File: src/design/spl_pkg.sv
// Shared constants, codes and types of the sensor piecewise linearizer.
`default_nettype none
package spl_pkg;

    // Default sizes of the calibration store and the sample path.
    localparam int SEGMENTS_DEF    = 20;
    localparam int SENSORS_DEF     = 4;
    localparam int SAMPLE_BITS_DEF = 12;

    // Fixed field widths.
    localparam int DIST_W   = 8;
    localparam int REGION_W = 2;
    localparam int CFG_W    = 8;
    localparam int CFG_IDX_W = 1;

    // Register reset values.
    localparam logic [DIST_W-1:0] NEAR_RESET = 8'd6;
    localparam logic [DIST_W-1:0] FAR_RESET  = 8'd80;

    // Configuration register indexes.
    localparam logic [CFG_IDX_W-1:0] CFG_NEAR = 1'b0;
    localparam logic [CFG_IDX_W-1:0] CFG_FAR  = 1'b1;

    // Request command codes.
    localparam logic CMD_CONVERT = 1'b0;
    localparam logic CMD_LOAD    = 1'b1;

    // Result region codes.
    localparam logic [REGION_W-1:0] REGION_LERP = 2'd0;
    localparam logic [REGION_W-1:0] REGION_NEAR = 2'd1;
    localparam logic [REGION_W-1:0] REGION_FAR  = 2'd2;

    // Status of the iterative divider.
    typedef struct packed {
        logic busy;
        logic done;
    } t_div_stat;

endpackage
`default_nettype wire

File: src/design/spl_ram.sv
// Generic single-write, single-read RAM with registered read data.
`default_nettype none
module spl_ram #(
    parameter int WIDTH  = 20,
    parameter int DEPTH  = 84,
    parameter int ADDR_W = $clog2(DEPTH)
) (
    input  wire logic              i_clk,
    input  wire logic              i_we,
    input  wire logic [ADDR_W-1:0] i_waddr,
    input  wire logic [WIDTH-1:0]  i_wdata,
    input  wire logic [ADDR_W-1:0] i_raddr,
    output logic      [WIDTH-1:0]  o_rdata
);

    logic [WIDTH-1:0] r_mem [DEPTH];
    logic [WIDTH-1:0] r_rdata;

    // Write port and registered read port.
    always_ff @(posedge i_clk) begin
        if (i_we) begin
            r_mem[i_waddr] <= i_wdata;
        end
        r_rdata <= r_mem[i_raddr];
    end

    assign o_rdata = r_rdata;

endmodule
`default_nettype wire

File: src/design/spl_queue.sv
// Two-entry queue between the front and the back of the linearizer.
`default_nettype none
module spl_queue #(
    parameter int WIDTH = 32
) (
    input  wire logic             i_clk,
    input  wire logic             i_rst_n,
    input  wire logic             i_push,
    input  wire logic [WIDTH-1:0] i_data,
    output logic                  o_ready,
    output logic                  o_valid,
    output logic      [WIDTH-1:0] o_data,
    input  wire logic             i_pop
);

    logic [WIDTH-1:0] r_data [2];
    logic             r_wptr;
    logic             r_rptr;
    logic [1:0]       r_count;

    // Entry storage; the payload needs no reset.
    always_ff @(posedge i_clk) begin
        if (i_push) begin
            r_data[r_wptr] <= i_data;
        end
    end

    // Pointers and fill count.
    always_ff @(posedge i_clk) begin
        if (!i_rst_n) begin
            r_wptr  <= 1'b0;
            r_rptr  <= 1'b0;
            r_count <= 2'd0;
        end else begin
            if (i_push) begin
                r_wptr <= ~r_wptr;
            end
            if (i_pop) begin
                r_rptr <= ~r_rptr;
            end
            if (i_push && !i_pop) begin
                r_count <= r_count + 2'd1;
            end else if (i_pop && !i_push) begin
                r_count <= r_count - 2'd1;
            end
        end
    end

    assign o_ready = (r_count != 2'd2);
    assign o_valid = (r_count != 2'd0);
    assign o_data  = r_data[r_rptr];

endmodule
`default_nettype wire

File: src/design/spl_div.sv
// Restoring divider for unsigned operands, one quotient bit per cycle.
`default_nettype none
module spl_div #(
    parameter int NUM_W = 20,
    parameter int DEN_W = 12
) (
    input  wire logic                    i_clk,
    input  wire logic                    i_rst_n,
    input  wire logic                    i_start,
    input  wire logic        [NUM_W-1:0] i_num,
    input  wire logic        [DEN_W-1:0] i_den,
    output logic             [NUM_W-1:0] o_quo,
    output spl_pkg::t_div_stat           o_stat
);
    import spl_pkg::*;

    localparam int CNT_W = (NUM_W > 1) ? $clog2(NUM_W) : 1;

    logic [NUM_W-1:0] r_quo;
    logic [DEN_W-1:0] r_rem;
    logic [DEN_W-1:0] r_den;
    logic [CNT_W-1:0] r_cnt;
    logic             r_busy;
    logic             r_done;
    logic [DEN_W:0]   rem_sh;
    logic [DEN_W:0]   rem_sub;
    logic             ge;

    // One trial subtraction of the shifted remainder.
    always_comb begin
        rem_sh  = {r_rem, r_quo[NUM_W-1]};
        rem_sub = rem_sh - {1'b0, r_den};
        ge      = (rem_sh >= {1'b0, r_den});
    end

    // Datapath: the dividend shifts out as the quotient shifts in.
    always_ff @(posedge i_clk) begin
        if (i_start) begin
            r_quo <= i_num;
            r_rem <= '0;
            r_den <= i_den;
        end else if (r_busy) begin
            r_rem <= ge ? rem_sub[DEN_W-1:0] : rem_sh[DEN_W-1:0];
            r_quo <= {r_quo[NUM_W-2:0], ge};
        end
    end

    // Step counter and status.
    always_ff @(posedge i_clk) begin
        if (!i_rst_n) begin
            r_busy <= 1'b0;
            r_done <= 1'b0;
            r_cnt  <= '0;
        end else begin
            r_done <= 1'b0;
            if (i_start) begin
                r_busy <= 1'b1;
                r_cnt  <= CNT_W'(NUM_W - 1);
            end else if (r_busy) begin
                if (r_cnt == '0) begin
                    r_busy <= 1'b0;
                    r_done <= 1'b1;
                end else begin
                    r_cnt <= r_cnt - CNT_W'(1);
                end
            end
        end
    end

    assign o_quo       = r_quo;
    assign o_stat.busy = r_busy;
    assign o_stat.done = r_done;

endmodule
`default_nettype wire

File: src/design/spl_front.sv
// Front end: accepts requests, drops invalid ones and forms queue entries.
`default_nettype none
module spl_front #(
    parameter int SEGMENTS    = spl_pkg::SEGMENTS_DEF,
    parameter int SENSORS     = spl_pkg::SENSORS_DEF,
    parameter int SAMPLE_BITS = spl_pkg::SAMPLE_BITS_DEF,
    parameter int SENSOR_W    = (SENSORS > 1) ? $clog2(SENSORS) : 1,
    parameter int POINT_W     = $clog2(SEGMENTS + 1),
    parameter int ADDR_W      = $clog2(SENSORS * (SEGMENTS + 1)),
    parameter int ITEM_W      = 1 + SENSOR_W + ADDR_W + spl_pkg::DIST_W + SAMPLE_BITS
) (
    input  wire logic                       i_valid,
    output logic                            o_stall,
    input  wire logic                       i_cmd,
    input  wire logic [SENSOR_W-1:0]        i_sensor,
    input  wire logic [POINT_W-1:0]         i_point,
    input  wire logic [spl_pkg::DIST_W-1:0] i_point_distance,
    input  wire logic [SAMPLE_BITS-1:0]     i_point_adc,
    input  wire logic [SAMPLE_BITS-1:0]     i_sample,
    input  wire logic                       i_q_ready,
    output logic                            o_push,
    output logic      [ITEM_W-1:0]          o_item
);
    import spl_pkg::*;

    localparam int POINTS = SEGMENTS + 1;

    logic              sensor_ok;
    logic              point_ok;
    logic              keep;
    logic [ADDR_W-1:0] base;
    logic [ADDR_W-1:0] addr;
    logic [SAMPLE_BITS-1:0] data;

    // Classify the request: loads out of range and unknown sensors are dropped.
    always_comb begin
        sensor_ok = (int'(i_sensor) < SENSORS);
        point_ok  = (int'(i_point) <= SEGMENTS);
        keep      = sensor_ok && ((i_cmd == CMD_CONVERT) || point_ok);
        base      = ADDR_W'(int'(i_sensor) * POINTS);
        if (i_cmd == CMD_LOAD) begin
            addr = base + ADDR_W'(i_point);
            data = i_point_adc;
        end else begin
            addr = base;
            data = i_sample;
        end
    end

    assign o_stall = !i_q_ready;
    assign o_push  = i_valid && i_q_ready && keep;
    assign o_item  = {i_cmd, i_sensor, addr, i_point_distance, data};

endmodule
`default_nettype wire

File: src/design/spl_back.sv
// Back end: writes calibration points and runs the segment scan and interpolation.
`default_nettype none
module spl_back #(
    parameter int SEGMENTS    = spl_pkg::SEGMENTS_DEF,
    parameter int SENSORS     = spl_pkg::SENSORS_DEF,
    parameter int SAMPLE_BITS = spl_pkg::SAMPLE_BITS_DEF,
    parameter int SENSOR_W    = (SENSORS > 1) ? $clog2(SENSORS) : 1,
    parameter int ADDR_W      = $clog2(SENSORS * (SEGMENTS + 1)),
    parameter int ITEM_W      = 1 + SENSOR_W + ADDR_W + spl_pkg::DIST_W + SAMPLE_BITS
) (
    input  wire logic                         i_clk,
    input  wire logic                         i_rst_n,
    input  wire logic [spl_pkg::DIST_W-1:0]   i_near,
    input  wire logic [spl_pkg::DIST_W-1:0]   i_far,
    input  wire logic                         i_q_valid,
    input  wire logic [ITEM_W-1:0]            i_q_data,
    output logic                              o_pop,
    output logic                              o_valid,
    input  wire logic                         i_stall,
    output logic      [SENSOR_W-1:0]          o_sensor_out,
    output logic      [spl_pkg::DIST_W-1:0]   o_distance,
    output logic      [spl_pkg::REGION_W-1:0] o_region
);
    import spl_pkg::*;

    localparam int SB     = SAMPLE_BITS;
    localparam int DEPTH  = SENSORS * (SEGMENTS + 1);
    localparam int WORD_W = SB + DIST_W;
    localparam int IDX_W  = (SEGMENTS > 1) ? $clog2(SEGMENTS) : 1;
    localparam int PROD_W = DIST_W + 1 + SB + 1;
    localparam int MAG_W  = DIST_W + SB;

    localparam logic [2:0] S_IDLE  = 3'd0;
    localparam logic [2:0] S_PRIME = 3'd1;
    localparam logic [2:0] S_HI    = 3'd2;
    localparam logic [2:0] S_CMP   = 3'd3;
    localparam logic [2:0] S_MUL   = 3'd4;
    localparam logic [2:0] S_DIVGO = 3'd5;
    localparam logic [2:0] S_DIVW  = 3'd6;
    localparam logic [2:0] S_SUM   = 3'd7;

    // Queue entry fields.
    logic                it_load;
    logic [SENSOR_W-1:0] it_sensor;
    logic [ADDR_W-1:0]   it_addr;
    logic [DIST_W-1:0]   it_pdist;
    logic [SB-1:0]       it_data;

    assign it_load   = i_q_data[ITEM_W-1];
    assign it_sensor = i_q_data[ITEM_W-2 -: SENSOR_W];
    assign it_addr   = i_q_data[WORD_W +: ADDR_W];
    assign it_pdist  = i_q_data[SB +: DIST_W];
    assign it_data   = i_q_data[SB-1:0];

    logic [2:0]          r_state;
    logic                r_done;
    logic [ADDR_W-1:0]   r_addr;
    logic [ADDR_W-1:0]   r_end;
    logic [IDX_W-1:0]    r_idx;
    logic [SB-1:0]       r_sample;
    logic [SENSOR_W-1:0] r_sensor;
    logic [SB-1:0]       r_hi_adc;
    logic [DIST_W-1:0]   r_hi_dist;
    logic [DIST_W-1:0]   r_d0;
    logic signed [DIST_W:0] r_ddiff;
    logic [SB-1:0]       r_adiff;
    logic [SB-1:0]       r_den;
    logic signed [PROD_W-1:0] r_prod;
    logic                r_neg;
    logic [DIST_W-1:0]   r_res_dist;
    logic [REGION_W-1:0] r_res_region;
    logic                r_out_valid;
    logic [SENSOR_W-1:0] r_out_sensor;
    logic [DIST_W-1:0]   r_out_dist;
    logic [REGION_W-1:0] r_out_region;

    logic [WORD_W-1:0]   rdata;
    logic [SB-1:0]       rd_adc;
    logic [DIST_W-1:0]   rd_dist;
    logic                ram_we;
    logic                out_free;
    logic                out_load;
    logic                div_start;
    logic [MAG_W-1:0]    div_num;
    logic [MAG_W-1:0]    div_quo;
    t_div_stat           div_stat;
    logic signed [DIST_W+1:0] quo_s;
    logic signed [DIST_W+1:0] sum;

    assign rd_adc  = rdata[WORD_W-1:DIST_W];
    assign rd_dist = rdata[DIST_W-1:0];

    // Calibration store, one word of (ADC value, distance) per point.
    spl_ram #(
        .WIDTH (WORD_W),
        .DEPTH (DEPTH),
        .ADDR_W(ADDR_W)
    ) u_ram (
        .i_clk  (i_clk),
        .i_we   (ram_we),
        .i_waddr(it_addr),
        .i_wdata({it_data, it_pdist}),
        .i_raddr(r_addr),
        .o_rdata(rdata)
    );

    // Divider for the interpolation quotient.
    spl_div #(
        .NUM_W(MAG_W),
        .DEN_W(SB)
    ) u_div (
        .i_clk  (i_clk),
        .i_rst_n(i_rst_n),
        .i_start(div_start),
        .i_num  (div_num),
        .i_den  (r_den),
        .o_quo  (div_quo),
        .o_stat (div_stat)
    );

    // Queue pop, store write, divider start and output handoff.
    always_comb begin
        o_pop     = (r_state == S_IDLE) && !r_done && i_q_valid;
        ram_we    = o_pop && (it_load == CMD_LOAD);
        div_start = (r_state == S_DIVGO);
        div_num   = r_prod[PROD_W-1] ? MAG_W'(-r_prod) : MAG_W'(r_prod);
        out_free  = !r_out_valid || !i_stall;
        out_load  = r_done && out_free;
        quo_s     = $signed({2'b00, div_quo[DIST_W-1:0]});
        if (r_neg) begin
            quo_s = -quo_s;
        end
        sum = $signed({2'b00, r_d0}) + quo_s;
    end

    // Scan sequencer and arithmetic.
    always_ff @(posedge i_clk) begin
        if (!i_rst_n) begin
            r_state <= S_IDLE;
            r_done  <= 1'b0;
        end else begin
            if (out_load) begin
                r_done <= 1'b0;
            end
            unique case (r_state)
                S_IDLE: begin
                    if (o_pop && (it_load == CMD_CONVERT)) begin
                        r_addr   <= it_addr;
                        r_end    <= it_addr + ADDR_W'(SEGMENTS);
                        r_sample <= it_data;
                        r_sensor <= it_sensor;
                        r_idx    <= '0;
                        r_state  <= S_PRIME;
                    end
                end
                S_PRIME: begin
                    // First point is being read.
                    if (r_addr != r_end) begin
                        r_addr <= r_addr + ADDR_W'(1);
                    end
                    r_state <= S_HI;
                end
                S_HI: begin
                    r_hi_adc  <= rd_adc;
                    r_hi_dist <= rd_dist;
                    if (r_addr != r_end) begin
                        r_addr <= r_addr + ADDR_W'(1);
                    end
                    r_state <= S_CMP;
                end
                S_CMP: begin
                    // Segment r_idx spans the held upper point and the word read now.
                    if (r_sample > r_hi_adc) begin
                        r_res_dist   <= i_near;
                        r_res_region <= REGION_NEAR;
                        r_done       <= 1'b1;
                        r_state      <= S_IDLE;
                    end else if (r_sample > rd_adc) begin
                        r_d0    <= r_hi_dist;
                        r_ddiff <= $signed({1'b0, rd_dist}) - $signed({1'b0, r_hi_dist});
                        r_adiff <= r_hi_adc - r_sample;
                        r_den   <= r_hi_adc - rd_adc;
                        r_state <= S_MUL;
                    end else if (r_idx == IDX_W'(SEGMENTS - 1)) begin
                        r_res_dist   <= i_far;
                        r_res_region <= REGION_FAR;
                        r_done       <= 1'b1;
                        r_state      <= S_IDLE;
                    end else begin
                        r_hi_adc  <= rd_adc;
                        r_hi_dist <= rd_dist;
                        r_idx     <= r_idx + IDX_W'(1);
                        if (r_addr != r_end) begin
                            r_addr <= r_addr + ADDR_W'(1);
                        end
                    end
                end
                S_MUL: begin
                    r_prod  <= PROD_W'(r_ddiff) * $signed(PROD_W'({1'b0, r_adiff}));
                    r_state <= S_DIVGO;
                end
                S_DIVGO: begin
                    r_neg   <= r_prod[PROD_W-1];
                    r_state <= S_DIVW;
                end
                S_DIVW: begin
                    if (div_stat.done) begin
                        r_state <= S_SUM;
                    end
                end
                S_SUM: begin
                    // Quotient truncates toward zero; the sum is kept in 0..255.
                    if (sum < 0) begin
                        r_res_dist <= '0;
                    end else if (sum > $signed(10'd255)) begin
                        r_res_dist <= '1;
                    end else begin
                        r_res_dist <= sum[DIST_W-1:0];
                    end
                    r_res_region <= REGION_LERP;
                    r_done       <= 1'b1;
                    r_state      <= S_IDLE;
                end
                default: r_state <= S_IDLE;
            endcase
        end
    end

    // Output register; a finished result waits here while the receiver stalls.
    always_ff @(posedge i_clk) begin
        if (!i_rst_n) begin
            r_out_valid <= 1'b0;
        end else if (out_load) begin
            r_out_valid <= 1'b1;
        end else if (!i_stall) begin
            r_out_valid <= 1'b0;
        end
    end

    always_ff @(posedge i_clk) begin
        if (out_load) begin
            r_out_sensor <= r_sensor;
            r_out_dist   <= r_res_dist;
            r_out_region <= r_res_region;
        end
    end

    assign o_valid      = r_out_valid;
    assign o_sensor_out = r_out_sensor;
    assign o_distance   = r_out_dist;
    assign o_region     = r_out_region;

endmodule
`default_nettype wire

File: src/design/sensor_piecewise_linearizer.sv
// Top level of the sensor piecewise linearizer.
//
// Input channel (i_valid / o_stall): each request either loads one
// calibration point (cmd load) into a sensor's table or converts a raw
// sample (cmd convert) into a distance. Loads give no result. Requests for
// a sensor index of SENSORS or more, and loads of a point beyond SEGMENTS, are dropped.
// Output channel (o_valid / i_stall): one result per convert request, in
// request order, carrying sensor, distance and region.
// Requests pass a two-entry queue to the scan engine, so the front keeps
// taking requests while the engine works and while a result waits.
// A convert reads one point per cycle from the calibration RAM and scans
// the segments in order until one decides on the near or far distance or
// on interpolation; the serial divider (one quotient bit per cycle) then
// forms the quotient and takes the bulk of the time. The engine finishes
// each request before it takes the next one from the queue.
// Reset (synchronous, active low) empties the queue, idles the engine and
// sets near/far distances to 6 and 80; table contents are not cleared.
// While the receiver stalls, the result is held and the engine stops at
// its next finished result; the queue then fills and o_stall rises.
`default_nettype none
module sensor_piecewise_linearizer #(
    parameter int SEGMENTS    = spl_pkg::SEGMENTS_DEF,
    parameter int SENSORS     = spl_pkg::SENSORS_DEF,
    parameter int SAMPLE_BITS = spl_pkg::SAMPLE_BITS_DEF,
    parameter int SENSOR_W    = (SENSORS > 1) ? $clog2(SENSORS) : 1,
    parameter int POINT_W     = $clog2(SEGMENTS + 1)
) (
    input  wire logic                          i_clk,
    input  wire logic                          i_rst_n,
    input  wire logic                          i_cfg_we,
    input  wire logic [spl_pkg::CFG_IDX_W-1:0] i_cfg_idx,
    input  wire logic [spl_pkg::CFG_W-1:0]     i_cfg_data,
    input  wire logic                          i_valid,
    output logic                               o_stall,
    input  wire logic                          i_cmd,
    input  wire logic [SENSOR_W-1:0]           i_sensor,
    input  wire logic [POINT_W-1:0]            i_point,
    input  wire logic [spl_pkg::DIST_W-1:0]    i_point_distance,
    input  wire logic [SAMPLE_BITS-1:0]        i_point_adc,
    input  wire logic [SAMPLE_BITS-1:0]        i_sample,
    output logic                               o_valid,
    input  wire logic                          i_stall,
    output logic      [SENSOR_W-1:0]           o_sensor_out,
    output logic      [spl_pkg::DIST_W-1:0]    o_distance,
    output logic      [spl_pkg::REGION_W-1:0]  o_region
);
    import spl_pkg::*;

    localparam int ADDR_W = $clog2(SENSORS * (SEGMENTS + 1));
    localparam int ITEM_W = 1 + SENSOR_W + ADDR_W + DIST_W + SAMPLE_BITS;

    logic [DIST_W-1:0] r_near;
    logic [DIST_W-1:0] r_far;
    logic              q_ready;
    logic              q_push;
    logic [ITEM_W-1:0] q_in;
    logic              q_valid;
    logic [ITEM_W-1:0] q_out;
    logic              q_pop;

    // Configuration registers.
    always_ff @(posedge i_clk) begin
        if (!i_rst_n) begin
            r_near <= NEAR_RESET;
            r_far  <= FAR_RESET;
        end else if (i_cfg_we) begin
            unique case (i_cfg_idx)
                CFG_NEAR: r_near <= i_cfg_data;
                CFG_FAR:  r_far  <= i_cfg_data;
                default:  r_near <= r_near;
            endcase
        end
    end

    // Request intake and classification.
    spl_front #(
        .SEGMENTS   (SEGMENTS),
        .SENSORS    (SENSORS),
        .SAMPLE_BITS(SAMPLE_BITS),
        .SENSOR_W   (SENSOR_W),
        .POINT_W    (POINT_W),
        .ADDR_W     (ADDR_W),
        .ITEM_W     (ITEM_W)
    ) u_front (
        .i_valid         (i_valid),
        .o_stall         (o_stall),
        .i_cmd           (i_cmd),
        .i_sensor        (i_sensor),
        .i_point         (i_point),
        .i_point_distance(i_point_distance),
        .i_point_adc     (i_point_adc),
        .i_sample        (i_sample),
        .i_q_ready       (q_ready),
        .o_push          (q_push),
        .o_item          (q_in)
    );

    // Decoupling queue.
    spl_queue #(
        .WIDTH(ITEM_W)
    ) u_queue (
        .i_clk  (i_clk),
        .i_rst_n(i_rst_n),
        .i_push (q_push),
        .i_data (q_in),
        .o_ready(q_ready),
        .o_valid(q_valid),
        .o_data (q_out),
        .i_pop  (q_pop)
    );

    // Store, scan engine and result register.
    spl_back #(
        .SEGMENTS   (SEGMENTS),
        .SENSORS    (SENSORS),
        .SAMPLE_BITS(SAMPLE_BITS),
        .SENSOR_W   (SENSOR_W),
        .ADDR_W     (ADDR_W),
        .ITEM_W     (ITEM_W)
    ) u_back (
        .i_clk       (i_clk),
        .i_rst_n     (i_rst_n),
        .i_near      (r_near),
        .i_far       (r_far),
        .i_q_valid   (q_valid),
        .i_q_data    (q_out),
        .o_pop       (q_pop),
        .o_valid     (o_valid),
        .i_stall     (i_stall),
        .o_sensor_out(o_sensor_out),
        .o_distance  (o_distance),
        .o_region    (o_region)
    );

endmodule
`default_nettype wire

File: config.mk
export PLATFORM = sky130hd
export DESIGN_NAME = sensor_piecewise_linearizer
export DESIGN_NICKNAME = d
export VERILOG_FILES = /design/src/design/spl_pkg.sv /design/src/design/spl_ram.sv /design/src/design/spl_queue.sv /design/src/design/spl_div.sv /design/src/design/spl_front.sv /design/src/design/spl_back.sv /design/src/design/sensor_piecewise_linearizer.sv
export SDC_FILE = /design/constraint.sdc
export NUM_CORES = 2
export LEC_CHECK = 0
export BUFFER_PORTS_ARGS = -buffer_cell sky130_fd_sc_hd__buf_2
export CAP_MARGIN = 15
export CORE_UTILIZATION = 40
export DETAILED_ROUTE_END_ITERATION = 10
export HOLD_SLACK_MARGIN = 0.06
export PLACE_DENSITY = 0.65
export SYNTH_ARGS = -nofsm -noshare
export SYNTH_HDL_FRONTEND = slang
export SYNTH_SLANG_ARGS = --single-unit
File: constraint.sdc
create_clock -name i_clk -period 11.13 [get_ports i_clk]
set_input_delay 1.113 -clock i_clk [delete_from_list [all_inputs] [get_ports i_clk]]
set_output_delay 1.113 -clock i_clk [all_outputs]
set_load 0.01 [all_outputs]
# Word level (Yosys, flattened, before mapping)
# Memories as Yosys holds them, arrays and structs flattened. A register that Yosys moved wholly into a read port is not among the register bits.
# Index checks and enable logic that the tools add are counted.
[word_totals] reg_bits=215 ramBits=1740 in_bits=54 out_inout_bits=14 n_memories=2
[memory_table] memory="u_back.u_ram.r_mem" words=84 word_bits=20 read_ports=1 rd_ports_with_merged_regs=1 write_ports=1 line_no="spl_ram.sv:16" text="logic [WIDTH-1:0] r_mem [DEPTH];"
[memory_table] memory="u_queue.r_data" words=2 word_bits=30 read_ports=1 rd_ports_with_merged_regs=1 write_ports=1 line_no="spl_queue.sv:16" text="logic [WIDTH-1:0] r_data [2];"
[op_classes] n_addsub=14 multipliers=2 magnitude_cmp=6 eq_ne=20 muxes=64 bitwise=9 n_reduce_logical=42
[op_table] op="2-to-1 mux 8 bit" count=8
[op_table] op="2-to-1 mux 12 bit" count=5
[op_table] op="2-to-1 mux 20 bit" count=3
[op_table] op="2-to-1 mux 7 bit" count=6
[op_table] op="subtractor 12 bit" count=3
[op_table] op="2-to-1 mux 5 bit" count=7
[op_table] op="case mux 8 bit (2 select lines)" count=2
[op_table] op="greater-than comparator 12 bit" count=2
[op_table] op="case mux 12 bit (2 select lines)" count=1
[op_table] op="case mux 3 bit (8 select lines)" count=1
[op_table] op="multiplier 9 x 13 -> 22 bit" count=1
[op_table] op="case mux 7 bit (3 select lines)" count=1
[op_table] op="negation 20 bit" count=1
[op_table] op="2-to-1 mux 1 bit" count=16
[op_table] op="2-to-1 mux 3 bit" count=5
[op_table] op="greater-or-equal comparator 13 x 12 -> 1 bit" count=1
[op_table] op="equality test 3 bit, second input constant" count=4
[op_table] op="!= test 2 bit, second input constant" count=6
[op_table] op="AND reduction 2 bit" count=6
[op_table] op="AND reduction 6 bit" count=2
[op_table] op="nonzero test 2 bit" count=6
[op_table] op="adder 9 x 10 -> 10 bit" count=1
[op_table] op="greater-than comparator 10 x 9 -> 1 bit, second input constant" count=1
[op_table] op="< comparator 10 x 1 -> 1 bit, second input constant" count=1
[op_table] op="36 further kinds" count=67

# Depth between registers and ports, before layout
[logic_depth] depth_word=8 ltp_mapped=19 depth_no_buf=18

# Cells and area by module
# Synthesis repeated with hierarchy kept, for this count alone.
[unflattened] hier_cells=4506 area_unflattened_um2=82852.0
[by_module_without_submodules] mod="spl_ram" instances=1 cells_each=2947 area_each_um2=65311.4 seq_area_each_um2=50848.8
[by_module_without_submodules] mod="spl_back" instances=1 cells_each=1064 area_each_um2=11317.1 seq_area_each_um2=4244.1
[by_module_without_submodules] mod="spl_div" instances=1 cells_each=247 area_each_um2=2681.3 seq_area_each_um2=1341.3
[by_module_without_submodules] mod="spl_queue" instances=1 cells_each=115 area_each_um2=2373.5 seq_area_each_um2=1901.8
[by_module_without_submodules] mod="sensor_piecewise_linearizer" instances=1 cells_each=66 area_each_um2=623.1 seq_area_each_um2=320.3
[by_module_without_submodules] mod="spl_front" instances=1 cells_each=67 area_each_um2=545.5 seq_area_each_um2=0.0

# Least setup slack after synthesis
# No wires, ideal clock.
[synth_path] kind="flip-flop to flip-flop" start="register u_back.r_ddiff[0]" end="register u_back.r_prod[19], data pin" setup_ns=0.258 t_arrival_ns=4.724 required_time_ns=10.872 slack_ns=6.148 stages_incl_launch_ff=19 n_path_buf=1 period_less_slack_ns=4.982 cell_sequence="edfxtp_1 > clkbuf_1 > nand2_1 > fa_1 > inv_1 > fa_1 > inv_1 > fa_1 > inv_1 > fa_1 > fa_1 > ha_1 > o21a_1 > a211oi_1 > o21ai_0 > nor3_1 > o21ai_0 > a31oi_1 > xnor2_1"
[synth_between] elab_chain_len=1
[synth_rtl] element="start: declaration" line_no="spl_back.sv:65" text="logic signed [DIST_W:0] r_ddiff;"
[synth_rtl] element="start signal: assignment" line_no="spl_back.sv:180" text="r_ddiff <= $signed({1'b0, rd_dist}) - $signed({1'b0, r_hi_dist});"
[synth_rtl] element="multiplier 9 x 13 -> 22 bit" line_no="spl_back.sv:199" text="r_prod <= PROD_W'(r_ddiff) * $signed(PROD_W'({1'b0, r_adiff}));"
[synth_rtl] element="end signal: assignment" line_no="spl_back.sv:199"
[synth_rtl] element="end: declaration" line_no="spl_back.sv:68" text="logic signed [PROD_W-1:0] r_prod;"
# No other way between the ends.
# A chain may end at the register's enable or synchronous reset.

# Final worst setup path
[layout_path] start="register u_back.r_ddiff[0]" end="register u_back.r_prod[21], data pin"
# Same word-level chain as after synthesis.

==> qor.yml <==
synthesis:
  yosysWarnings: 0
  avgSynthCellArea_um2: 18.5
  async_reset_ff_share_pct: 0
  synth_nets: 4698
  ys_types: 75
  syn-cell-area_mm2: 0.0820
  synth_edf_count: 1910
  synth_seq_area_share_pct: 71.6
  ys_ff_latch: 1975
  syn_inst: 4430
  synthFlopType: "edfxtp_1"
run:
  max_cap_viol_count: 0
detailed_routing:
  drc: 0
  firstDrtPassIters: 6
  via_per_inst: 5.61
  via_count: 41645
  ant_nets: 0
  drt_wl_total_um: 190000
  initialDrtViolationCount: 4946
  wire_per_inst_um: 25.6
critical_path:
  end_kind: "flop"
  critPathBufInv: 3
  cp-start-kind: "flop"
  path_cells: "nand2_1, fa_1, inv_1, fa_1, inv_1, fa_1, inv_1, fa_1, fa_1, ha_1, o21a_1, a211oi_1, o21ai_0, o21ai_0, o21ai_0, xnor2_1"
  reg2reg_depth: 16
  crit_required_ns: 11.66
  rrSetupSlack_ns: 5.70
  crit_arrival_ns: 5.96
  critical-path-top-delay-family: "adder cells"
  rr_startpoint: "u_back.r_ddiff[0]"
  endpoint: "u_back.r_prod[21]"
  worst-path-stages: 16
  crit_type: "reg2reg"
  critPathMaxFanout: 12
  r2r_end: "u_back.r_prod[21]"
  crit_top_cell: "fa_1"
  critPathLaunch: "u_back.r_ddiff[0]"
  crit_slowest_cell: "edfxtp_1"
  max_stage_delay_ns: 0.55
sta:
  min_period_over_period_pct: 48.7
  fin_tns_setup_ns: 0
  hold_viol_final: 0
  max_freq_ghz: 0.184
  max_slew_margin_pct: 17.1
  worst_pin_slew_ns: 1.24
  finClkSkew_ns: 0.0318
  fin_crit_ns: 5.43
  rsz0062_at_grt: "no"
  setup_viol: 0
  maxSlewViolCount: 0
layout:
  final_util_pct: 45.4
  nets: 4862
  drive_above_1_share_pct: 20.5
  fillers: 16955
  area_growth_pct: 12.3
cts:
  h-tree-depth: 4
  ctsHoldBuffers: 0
  root_buffer: "clkbuf_16"
  postCtsSetupRepairBufs: 0
  clockBufferDepth: 3
  path_clk_slew_ns: 0.06
  insertion_delay_ns: 0.82
  numCtsBuffers: 196
  cts_tree: "yes"
  clock_sinks: 1975
  post_cts_resized: 0
grt:
  grt_max_degree: 113
  grt_pass1_wl_um: 280000
  grt_overflow: 0
  grt_pass1_vias: 41875
  antenna_found_initial: 9
  grtUsageTotal_pct: 18.4
floorplanning:
  ioPinCount: 68
  die_w_um: 455
  row_count: 165
  fp.dieH_um: 455
  die_area_mm2: 0.207
  initial_core_util_pct: 40.4
  core_mm2: 0.203
pwr:
  p_per_area_mw_per_mm2: 223
  leakage_nw: 30.3
  ir_worst_vdd_uv: 175
placement:
  hpwl_um: 113000
  port_buffers: 67
  gp_congestion: 0.840
status:
  status: "finished clean"
min_path:
  hp-class: "reg2reg"
[cell families after synthesis]
| logic type | synth area share, % |
|---|---|
| xor gates and xnor gates | 1.09 |
| DFF | 71.6 |
| muxes | 12.9 |
| AOI/OAI and AO/OA | 4.54 |
| and+or+nand+nor | 3.84 |
| buffers and inverters | 2.13 |
| adders and majority gates | 3.97 |
[how the worst min path moves through the flow]
stage | from | to | slack, ns | cells past startpoint
floorplan | u_back.r_res_dist[0] | u_back.o_distance[0] | 0.40 | 0
global placement | u_back.r_den[4] | u_back.u_div.r_den[4] | 0.40 | 0
detailed placement | u_back.r_sensor[0] | u_back.o_sensor_out[0] | 0.40 | 0
CTS | u_back.r_sensor[1] | u_back.o_sensor_out[1] | 0.41 | 0
global route | u_back.r_den[9] | u_back.u_div.r_den[9] | 0.42 | 0
finish | u_back.r_sensor[1] | u_back.o_sensor_out[1] | 0.40 | 0
[where the power goes]
part	switching, mW	total (mW)	internal (mW)
sequential	0.155	9.09	8.94
clock	2.75	6.49	3.74
combinational	3.18	4.97	1.79
total	6.08	20.6	14.5
[final cells by class]
type                       instances  area (µm²)  share of cell area, %
antenna                            1        2.50                0.00272
clock buffer                     254        5300                   5.75
clock inverter                   105        1000                   1.09
inverter                         143         537                  0.583
multi-input combinational       2102       22000                   23.9
sequential                      1975       58700                   63.7
tap                             2672        3340                   3.63
timing repair buffer             176        1230                   1.34
[stage by stage]
stage | worst slack (ns) | total power, mW | hold slack, ns | instance area [µm²] | instances
after global routing | 5.40 | 21.3 | 0.416 | 92100 | 7427
after CTS | 5.69 | 20.7 | 0.408 | 92100 | 7425
after floorplan | 6.15 | 12.5 | 0.400 | 82000 | 4430
final | 5.70 | 20.6 | 0.404 | 92100 | 7428
after global placement | 5.79 | 14.2 | 0.402 | 85700 | 7065
after detailed placement | 5.69 | 14.2 | 0.405 | 85800 | 7066
[sequential cells by signal, indices dropped and copies added, names as in the netlist, 7 cells and up, named ones only]
register	cells
u_back.r_hi_dist	8
u_back.r_hi_adc	12
u_back.r_d0	8
u_back.u_div.r_den	12
u_back.r_sample	12
u_back.u_div.o_quo	20
u_back.r_prod	21
u_back.r_end	7
u_back.r_adiff	12
u_back.u_div.r_rem	12
u_back.o_distance	8
u_back.u_ram.r_mem	1680
u_back.r_addr	7
r_near	8
u_back.r_res_dist	8
u_back.u_ram.o_rdata	20
u_queue.r_data	60
u_back.r_ddiff	9
u_back.r_den	12
r_far	8
[synth_stat cells, drive strengths merged (12+ instances only)]
master,number,share of area (%)
edfxtp,1910,70
mux4,380,10
nand2,186,0.85
nor2,175,0.80
mux2i,155,1.9
a21oi,148,0.91
inv,141,0.65
ha,137,2.1
buf,122,1.1
a22oi,113,1.0
o21ai,96,0.59
clkbuf,88,0.40
fa,77,1.9
and2,71,0.54
dfxtp,65,1.6
nor2b,62,0.47
xnor2,62,0.66
nand3,55,0.34
nand2b,42,0.32
xor2,40,0.43
mux2,38,0.52
a211oi,30,0.35
a31oi,22,0.17
a21o,19,0.17
nor3,18,0.11
a2111oi,15,0.16
o22ai,15,0.11
o31ai,15,0.15
nand4,14,0.11
o21a,13,0.12
a221o,12,0.15
[per-layer routing]
metal,vias up,track usage (%),share of wire (%)
met2,1643,29.0,47
met4,2,4.65,2.2
met3,268,3.63,8.1
li1,17996,-,-
met5,-,0,0.0068
met1,21736,26.1,43
[worst register-to-register path: stages, from the launching register on]
cell and delay [ns]:
edfxtp_1 0.55, nand2_1 0.14, fa_1 0.55, inv_1 0.05
fa_1 0.51, inv_1 0.06, fa_1 0.53, inv_1 0.05
fa_1 0.38, fa_1 0.47, ha_1 0.35, o21a_1 0.24
a211oi_1 0.34, o21ai_0 0.24, o21ai_0 0.35, o21ai_0 0.19
xnor2_1 0.16
[layout by cell type (no fill, tap or decap), types with 22 or more instances in the layout]
| cell type | n |
|---|---|
| a21oi_1 | 146 |
| a22oi_1 | 113 |
| a31oi_1 | 22 |
| and2_1 | 70 |
| buf_2 | 67 |
| buf_4 | 100 |
| clkbuf_1 | 45 |
| clkbuf_16 | 200 |
| clkinv_1 | 44 |
| clkinv_2 | 30 |
| dfxtp_1 | 64 |
| edfxtp_1 | 1910 |
| fa_1 | 77 |
| ha_1 | 137 |
| inv_1 | 141 |
| mux2_2 | 22 |
| mux2i_1 | 155 |
| mux4_2 | 380 |
| nand2_1 | 186 |
| nand2b_1 | 42 |
| nand3_1 | 55 |
| nor2_1 | 96 |
| nor2_2 | 50 |
| nor2_4 | 29 |
| nor2b_1 | 57 |
| o21ai_0 | 82 |
| xnor2_1 | 62 |
| xor2_1 | 40 |
Power figures use the tool's default switching activity.
